**config.mk**
```make
export PLATFORM = sky130hd
export DESIGN_NAME = lcs_cell
export DESIGN_NICKNAME = d
export VERILOG_FILES = /design/src/rtl/lcs_pkg.sv /design/src/rtl/lcs_cell.sv
export SDC_FILE = /design/constraint.sdc
export NUM_CORES = 1
export LEC_CHECK = 0
export ABC_AREA = 1
export BUFFER_PORTS_ARGS = -buffer_cell sky130_fd_sc_hd__buf_2
export CORE_MARGIN = 1
export CORE_UTILIZATION = 45
export DETAILED_ROUTE_END_ITERATION = 10
export PLACE_DENSITY = 0.85
export SETUP_SLACK_MARGIN = 0.4
export SLEW_MARGIN = 25
export SYNTH_ARGS = -nofsm -noshare
export SYNTH_HDL_FRONTEND = slang
export SYNTH_SLANG_ARGS = --single-unit
```
**constraint.sdc**
```tcl
create_clock -name vclk -period 2.3
set_clock_uncertainty 0.2 [all_clocks]
set_input_delay 0.46 -clock vclk [all_inputs]
set_output_delay 0.46 -clock vclk [all_outputs]
set_load 0.005 [all_outputs]
```
**src/rtl/lcs_pkg.sv**
```systemverilog
`timescale 1ns / 1ps
// ----------------------------------------------------------------------------
// lcs_pkg - shared types and constants of the LCS core
// Field widths, command codes and the result word of the cell unit.
// ----------------------------------------------------------------------------
package lcs_pkg;

  localparam int SYM_W  = 8;  // symbol byte
  localparam int KIND_W = 2;  // command code
  localparam int LEN_W  = 7;  // string length and table lengths

  // command codes of an input word
  localparam logic [KIND_W-1:0] KIND_LOAD_A = 2'd0;
  localparam logic [KIND_W-1:0] KIND_LOAD_B = 2'd1;
  localparam logic [KIND_W-1:0] KIND_RUN    = 2'd2;

  // result of the shared cell / compare unit
  typedef struct packed {
    logic             eq;   // symbols match
    logic             dir;  // 1 = step up (first string), 0 = step left
    logic [LEN_W-1:0] len;  // new table length of the cell
  } cell_res_t;

endpackage

```
**src/rtl/lcs_cell.sv**
```systemverilog
`timescale 1ns / 1ps
// ----------------------------------------------------------------------------
// lcs_cell - shared compare and update unit
// Compares two symbols and works out one table cell: its length and the
// traceback direction. Used for every cell fill and every traceback step.
// ----------------------------------------------------------------------------
module lcs_cell (
  input  logic [lcs_pkg::SYM_W-1:0] sym_a,
  input  logic [lcs_pkg::SYM_W-1:0] sym_b,
  input  logic [lcs_pkg::LEN_W-1:0] up,     // already zero on the first row
  input  logic [lcs_pkg::LEN_W-1:0] left,   // already zero on the first column
  input  logic [lcs_pkg::LEN_W-1:0] diag,   // already zero on first row/column
  input  logic                      first_row,
  input  logic                      first_col,
  output lcs_pkg::cell_res_t        res
);

  logic up_gt;

  assign up_gt = (up > left);

  // direction: left on the first row, up on the first column, else compare
  always_comb begin
    res.eq  = (sym_a == sym_b);
    if (first_row) begin
      res.dir = 1'b0;
    end else if (first_col) begin
      res.dir = 1'b1;
    end else begin
      res.dir = up_gt;
    end
    if (res.eq) begin
      res.len = diag + lcs_pkg::LEN_W'(1);
    end else begin
      res.len = up_gt ? up : left;
    end
  end

endmodule
```
==> metrics.md, run 1 <==
| Metric | Value |
|---|---|
| # DRC | 0 |
| Remaining Overflow, GRT | 0 |
| Most frequent cells in the layout | 38 x buf_2, 32 x nand2_1, 25 x inv_1 |
| Register area share after synthesis | 0 |
| Seq cells | 0 |
| Port bufs | 48 |
| Largest net degree at the start of global routing | 9 |
| Register Area | 0 sq um |
| Adder-cell share of the synthesized area | 0.137 |
| M1 WL | approximately 830 um |
| Synth Area in XOR/XNOR | 0.0601 |
| Pre-antenna DRT Iters | 4 |
| Initial Util | 0.483 |
| Layout cells sized above 1 | 0.557 |
| Initial antenna violation count | 0 |
| Netlist cell types | 21 |
| Final setup fails | 6 |
| Synth-to-Final Area Change | 78.0% |
| DIE AREA | 1780 sq um |
| Routed wire length | 2.38 mm |
| Setup CP Type | in2out |
| Max-slew violations | 0 |
| Period utilization | 1.02 |
| Multi-input logic area | between 700 and 800 sq um |
| First-pass GRT wire length | around 3.7 mm |
| LEAKAGE | roughly 0.00078 uW |
| ANT nets after route | 0 |
| Synth Area in Compound Gates | 0.0395 |
| Largest family of logic cells by synthesized area | simple AND/OR/NAND/NOR gates |
| DRT iter0 DRCs | 20 |
| Max VDD drop | about 130 uV |
| Inserted Diodes | 0 |
| Die W | 42.2 um |
| Crit. End Element | output pin |
| Met2 WL | 1.40 mm |
| Post-synthesis mux area share | 0 |
| Syn nets | 176 |
| Met3 routed WL | about 120 um |
| CP startpoint kind | primary input |
| Gpl congestion | between 0.7 and 0.8 |
| Drt wl/cell | between 10 and 15 um |
| GRT Resource Usage Total | 0.257 |
| Worst-margin pin slew | 0.258 ns |
| Via Count | between 1000 and 1500 |
| Worst Path Arrival | between 1.5 and 2 ns |
| Row cnt | 14 |
| DP Worst Slack | -0.0879 ns |
| Slew headroom | 0.828 |
| RSZ-0062 raised after global routing | yes |
| WP data required | between 1.5 and 2 ns |
| Avg Cell Area, Syn | about 5.6 sq um |
| Failing checks | negative setup slack |
| Top Metal Used | met4 |
| # clk buffers | 0 |
| Post-layout util | 0.860 |
| Hold violation total from the final report | 0 |
| PD cells | around 210 nW/um^2 |
| Worst setup margin | -0.0464 ns |
| MaxCap Viol Count | 0 |
| Die span in y | 42.2 um |
| Hold Worst Slack | 0.939 ns |
| Detailed placement HPWL | 1.77 mm |
| Status | finished, violations left |
| # nets final | 234 |
| Vias in the first global route | ~1000 |
| Hold/Removal Path Class | in2out |
| Top Ports | 48 |
| Gate Count Post-Synth | ~130 |
| Total core area | approximately 1500 sq um |
| Crit path max fanout | 7 |
| Mapped cell area | approximately 730 sq um |
| Ys Warns | 0 |
| Most common cell after layout, fill and taps aside | buf_2 |
| DR vias/cell | roughly 5 |
| Simple-gate portion of the synthesized area | 0.598 |
| Min Clock Period, post-route | around 2.3 ns |
| Filler cells | 92 |
| Max Clk Rate | about 0.43 GHz |
metal layers:
layer,track usage,up-vias
met3,0.0216,6
met4,0.0563,0
li1,-,512
met1,0.252,453
met2,0.554,39
met5,0,-
cell usage after synthesis:
cell | count | area, sq um
nor3_1 | 1 | 5.00
xor2_1 | 5 | 43.8
nor2_8 | 1 | 20.0
nor2_1 | 5 | 18.8
nand2_4 | 3 | 33.8
nand2_1 | 40 | 150
nand4_1 | 1 | 6.26
nor2_4 | 3 | 33.8
a21oi_2 | 1 | 8.76
nand4_2 | 1 | 12.5
o21ai_0 | 2 | 10.0
or2_2 | 1 | 6.26
inv_1 | 31 | 116
nand3_2 | 2 | 20.0
nor2_2 | 2 | 12.5
inv_2 | 1 | 3.75
a21oi_1 | 2 | 10.0
nand3_1 | 14 | 70.1
nand4_4 | 1 | 21.3
ha_1 | 8 | 100
nand2_2 | 4 | 25.0
kinds of logic after synthesis:
kind of cell / count (synthesis)
AO/OA/AOI/OAI: 5
XOR/XNOR: 5
adder cells (fa/ha/maj): 8
buffers and inverters: 32
AND/OR/NAND/NOR: 79
final timing paths:
path | endpoint | start | cells after the start | slack [ns]
worst min-delay path | res[7] | first_row | 3 | 0.94
worst max-delay path | res[1] | left[6] | 12 | -0.05
critical path: stages:
cell and delay, ns:
buf_6 0.10, inv_4 0.05, ha_4 0.20, nand2_4 0.08, inv_2 0.05, a21oi_4 0.19
nand2_4 0.12, nand2_8 0.12, nand2_1 0.06, nand3_1 0.07, nand2_1 0.07, buf_2 0.13
report_power, final:
part | switching [uW] | total, uW | internal, uW
clock network | 0 | 0 | 0
logic | 142 | 270 | 128
registers | 0 | 0 | 0
total | 142 | 270 | 128
cell type report:
cell class,count,share of cell area
multi-input combinational,98,0.595
timing repair buffer,55,0.278
inverter,32,0.112
tap,16,0.0154
per-stage QoR:
step	total power, uW	instances	cell area, sq um	setup TNS [ns]
2_1_floorplan	139	129	841	0
3_5_place_dp	228	196	1120	-0.521
4_1_cts	246	199	1210	-0.000956
5_1_grt	297	201	1300	-0.674
3_3_place_gp	217	196	1120	-0.233
6_report	270	201	1300	-0.186
timing repair:
| item | in CTS | in global routing |
|---|---|---|
| setup endpoints to repair | 9 | 9 |
| pin swaps | 19 | 14 |
| gates resized for setup | 15 | 18 |
| setup buffers | 2 | 2 |
| hold buffers | 0 | 0 |
| cloned | 1 | 0 |
(Power assumes the default switching activity.)
==> inputs of run 2 (changes only) <==
- CORE_MARGIN: 1 -> 4
- GPL_TIMING_DRIVEN: not set -> 0
==> metrics.md, run 2 (same netlist as run 1, synthesis figures left out) <==
| Metric | Value |
|---|---|
| Status | finished, violations left |
| Failing checks | negative setup slack |
| DP Area | between 1000 and 1500 sq um |
| GRT Resource Usage Total | 0.207 |
| Multi-input logic area | about 770 sq um |
| CP Cell Sequence | buf_8, inv_4, ha_4, nand2_1, nand2_1, a21oi_4, nand2_4, nand2_4, nand2_2, nand3_2, nand2_2, buf_6 |
| CP max stage cell | ha_4 |
| First-pass GRT wire length | between 3 and 4 mm |
| Reg power frac | 0 |
| Worst setup margin | -0.0178 ns |
| Hold/Removal Path Class | in2out |
| Max Clk Rate | 0.431 GHz |
| Initial antenna violation count | 0 |
| Max VDD drop | approximately 120 uV |
| DR vias/cell | around 5.1 |
| Slew headroom | 0.833 |
| Min Clock Period, post-route | 2.32 ns |
| Pre-antenna DRT Iters | 4 |
| Clock network fraction of design power | 0 |
| # DRC | 0 |
| Top Ports | 48 |
| Vias in the first global route | between 800 and 900 |
| WP data required | approximately 1.6 ns |
| Final setup fails | 5 |
| Crit path max fanout | 7 |
| Filler cells | between 80 and 90 |
| Inserted Diodes | 0 |
| Detailed placement HPWL | approximately 1.8 mm |
| Max stage delay on crit path | ~0.20 ns |
| Total core area | ~1500 sq um |
| Most frequent cells in the layout | 33 x nand2_1, 32 x buf_2, 24 x inv_1 |
| DIE AREA | 2330 sq um |
| Drt wl/cell | 13.8 um |
| Buf/Inv on CP | 3 |
| Post-route cell area | ~1300 sq um |
| CP startpoint kind | primary input |
| Initial Util | 0.478 |
| Worst-margin pin slew | 0.249 ns |
| DP Worst Slack | -0.121 ns |
| DRT iter0 DRCs | 13 |
| PD cells | between 200 and 250 nW/um^2 |
| Via Count | between 1000 and 1500 |
| Worst Path Arrival | around 1.7 ns |
| Max-slew violations | 0 |
| LEAKAGE | a little under 0.0008 uW |
| Crit. End Element | output pin |
| Switching part of the total | 0.511 |
| Largest net degree at the start of global routing | 9 |
| Die span in y | approximately 48 um |
| Gpl congestion | between 0.7 and 0.8 |
| MaxCap Viol Count | 0 |
| Largest delay share family, worst path | simple AND/OR/NAND/NOR gates |
| Routed wire length | roughly 2.8 mm |
| Remaining Overflow, GRT | 0 |
| Synth-to-Final Area Change | 83.3% |
| Port bufs | between 40 and 50 |
| Seq cells | 0 |
| Register Area | 0 sq um |
| Period utilization | 1.01 |
| Int Pwr | between 100 and 150 uW |
| # nets final | between 200 and 250 |
| ANT nets after route | 0 |
| # clk buffers | 0 |
| Most common cell after layout, fill and taps aside | nand2_1 |
| Layout cells sized above 1 | 0.549 |
| Hold violation total from the final report | 0 |
| Hold Worst Slack | 0.948 ns |
| Row cnt | 14 |
| Sw Pwr | 144 uW |
| Setup CP Type | in2out |
| Comb power frac | 1.000 |
| Die W | roughly 48 um |
| RSZ-0062 raised after global routing | yes |
## run 2: stage by stage
stage	cells	total power (uW)	setup TNS, ns	util
final	200	282	-0.0692	0.876
after global routing	200	307	-0.670	0.876
after CTS	195	245	-0.000539	0.796
after detailed placement	193	223	-0.736	0.722
after global placement	193	213	-0.470	0.722
after floorplan	129	139	0	-
## run 2: layout make-up
cell class,count,share of cell area
Tap cell,16,0.0150
Timing Repair Buffer,54,0.303
Inverter,32,0.109
Multi-Input combinational cell,98,0.574
## run 2: timing repair
item	in CTS	in global routing
gates cloned	1	0
gates resized for setup	21	23
hold buffers	0	0
endpoints found under the setup margin	9	9
buffers inserted	1	5
pin swaps	19	15
## run 2: layer usage
metal / global-route usage / vias up / wire (um) / part of all wire
met5: 0 / - / 0 / 0
met2: 0.464 / 42 / 1590 / 0.58
li1: - / 505 / - / -
met3: 0.0148 / 8 / 147 / 0.053
met4: 0.0215 / 0 / 63 / 0.023
met1: 0.198 / 458 / 948 / 0.34
## run 2: path summary, 6_finish.rpt
path	from	end	slack [ns]	depth (start not counted)
worst max-delay path	left[6]	res[3]	-0.02	12
worst min-delay path	first_row	res[7]	0.95	3
## run 2: tightest hold or removal path: cells and delay by family
kind                   cells  cell delay [ns]
buffers and inverters      2             0.20
AOI/OAI and AO/OA          1             0.03
## run 2: power by group through the flow
stage | registers, uW | logic [uW] | clock network, uW
after floorplan | 0 | 139 | 0
after global placement | 0 | 213 | 0
after detailed placement | 0 | 223 | 0
after CTS | 0 | 245 | 0
after global routing | 0 | 307 | 0
final | 0 | 282 | 0
==> inputs of run 3 (changes only) <==
--- a/config.mk
+++ b/config.mk
@@ -7,6 +7,5 @@
 export LEC_CHECK = 0
-export ABC_AREA = 1
 export BUFFER_PORTS_ARGS = -buffer_cell sky130_fd_sc_hd__buf_2
 export CORE_MARGIN = 4
-export CORE_UTILIZATION = 45
+export CORE_UTILIZATION = 39
 export DETAILED_ROUTE_END_ITERATION = 10
@@ -15,3 +14,3 @@
 export SETUP_SLACK_MARGIN = 0.4
-export SLEW_MARGIN = 25
+export SLEW_MARGIN = 20
 export SYNTH_ARGS = -nofsm -noshare
==> constraint.sdc (replaced) <==
create_clock -name vclk -period 2.3
set_clock_uncertainty 0.2 [all_clocks]
set_input_delay 0.23 -clock vclk [all_inputs]
set_output_delay 0.23 -clock vclk [all_outputs]
set_load 0.005 [all_outputs]
==> metrics.md, run 3 <==
| Metric | Value |
|---|---|
| Top Ports | 48 |
| Worst Path Arrival | 1.73 ns |
| Layout cells sized above 1 | 0.570 |
| Most common cell after layout, fill and taps aside | buf_2 |
| Die span in y | approximately 44 um |
| Detailed placement HPWL | roughly 1.4 mm |
| Hold violation total from the final report | 0 |
| Register Area | 0 sq um |
| ANT nets after route | 0 |
| # DRC | 0 |
| WP data required | about 1.9 ns |
| RSZ-0062 raised after global routing | yes |
| Seq cells | 0 |
| CP Cell Sequence | buf_8, inv_4, ha_4, nand4_1, or2_1, o21ai_4, mux2i_1, a21oi_1, buf_2 |
| Filler cells | 70 |
| Initial Util | 0.436 |
| Drt wl/cell | ~15 um |
| Adder-cell share of the synthesized area | 0.196 |
| Period utilization | 0.938 |
| DR vias/cell | about 5.1 |
| Routed wire length | roughly 2 mm |
| Simple-gate portion of the synthesized area | 0.189 |
| Crit. End Element | output pin |
| Min Clock Period, post-route | between 2 and 2.5 ns |
| LEAKAGE | roughly 0.00049 uW |
| Crit path max fanout | 7 |
| Hold Path Origin | first_row |
| Largest family of logic cells by synthesized area | XOR/XNOR gates |
| CP max stage cell | mux2i_1 |
| Hold/Removal Path Class | in2out |
| Ys Warns | 0 |
| Synth Area in Compound Gates | 0.147 |
| Setup crit end | res[2] |
| # clk buffers | 0 |
| Synth-to-Final Area Change | 86.0% |
| Slew headroom | 0.794 |
| Remaining Overflow, GRT | 0 |
| Yosys top cell by area | ha_1 |
| CP startpoint kind | primary input |
| GRT Resource Usage Total | 0.197 |
| Setup CP Type | in2out |
| Max VDD drop | ~110 uV |
| Most area-consuming cells after synthesis | ha_1 20%, mux2i_1 16%, xor2_1 15% |
| Inserted Diodes | 0 |
| Max-slew violations | 0 |
| DIE AREA | about 2000 sq um |
| Avg Cell Area, Syn | between 7 and 8 sq um |
| Final setup fails | 0 |
| Synth Area in XOR/XNOR | 0.223 |
| Register area share after synthesis | 0 |
| Pre-antenna DRT Iters | 4 |
| Port bufs | 48 |
| Max Clk Rate | 0.463 GHz |
| Mapped cell area | ~510 sq um |
| Number of cells in the design after placement | 133 |
| PD cells | approximately 210 nW/um^2 |
| Post-Layout Cell Count | about 140 |
| # nets final | 170 |
| First-pass GRT wire length | 2.98 mm |
| DRT iter0 DRCs | 10 |
| Max stage delay on crit path | approximately 0.3 ns |
| MaxCap Viol Count | 0 |
| Syn nets | 118 |
| Top-area cell type share of the netlist area | 0.196 |
| Most frequent cells after synthesis | 9 x a21oi_1, 9 x inv_1, 9 x xor2_1, 8 x ha_1, 8 x mux2i_1 |
| Worst-margin pin slew | approximately 0.31 ns |
| Setup TNS | 0 ns |
| Die W | between 40 and 50 um |
| Vias in the first global route | 742 |
| Gate Count Post-Synth | 71 |
| Netlist cell types | 18 |
| Largest net degree at the start of global routing | 11 |
| Post-synthesis mux area share | 0.157 |
| Most frequent cells in the layout | 39 x buf_2, 9 x xor2_1, 9 x buf_6 |
| Initial antenna violation count | 0 |
| Row cnt | 12 |
| Worst Setup SP | left[4] |
| Via Count | between 600 and 700 |
| Hold Worst Slack | slightly below 0.5 ns |
| Gpl congestion | 0.763 |
| Total core area | about 1200 sq um |
| Status | finished, final reports clean |
==> run 3: layer usage <==
metal | up-vias | wire, um | GRT usage
li1 | 350 | - | -
met1 | 318 | 691 | 0.176
met2 | 23 | 1170 | 0.430
met3 | 4 | 75 | 0.00813
met4 | 0 | 54 | 0.0904
met5 | - | 0 | 0
==> run 3: power by group <==
| group | internal (uW) | total, uW | leakage, uW | switching, uW |
|---|---|---|---|---|
| registers | 0 | 0 | 0 | 0 |
| clock network | 0 | 0 | 0 | 0 |
| logic | 107 | 196 | 0.000495 | 89.1 |
==> run 3: stage by stage <==
step                      power (uW)   util  area [sq um]  worst slack (ns)
after floorplan                 77.0      -           510             0.519
after global placement           141  0.656           768             0.153
after detailed placement         146  0.656           768            0.0586
after CTS                        180  0.780           913             0.221
after global routing             213  0.811           950            0.0835
final                            196  0.811           950             0.142
==> run 3: area by class of cell <==
cell class,count,area (sq um),area share
well taps,14,17.5,0.0184
repair buffers,50,315,0.332
multi-input cells,61,569,0.599
inverters,9,36.3,0.0382
plain buffers,1,11.3,0.0119
==> run 3: worst max-delay path: cells and delay by family <==
kind	cells	cell delay, ns
AO/OA/AOI/OAI	2	0.24
adder cells (fa/ha/maj)	1	0.26
buffers and inverters	3	0.24
multiplexers	1	0.30
AND/OR/NAND/NOR	2	0.46
==> run 3: how the worst min path moves through the flow <==
stage                  end  cells past startpoint
floorplan           res[7]                      1
global placement    res[7]                      3
detailed placement  res[7]                      3
CTS                 res[7]                      3
global route        res[7]                      3
finish              res[7]                      3
==> run 3: kinds of logic (layout without fill, tap and decap cells) <==
| group | Yosys count | count (layout) |
|---|---|---|
| AO/OA/AOI/OAI | 12 | 12 |
| AND/OR/NAND/NOR | 20 | 20 |
| buffers and inverters | 10 | 60 |
| multiplexers | 8 | 8 |
| adder cells (fa/ha/maj) | 8 | 8 |
| XOR/XNOR | 13 | 13 |
==> run 3: timing repair <==
item | CTS | global route
hold buffers | 0 | 0
setup endpoints to repair | 8 | 8
buffers inserted | 1 | 1
resized for setup | 25 | 4
cloned | 0 | 0
pin swaps | 10 | 4
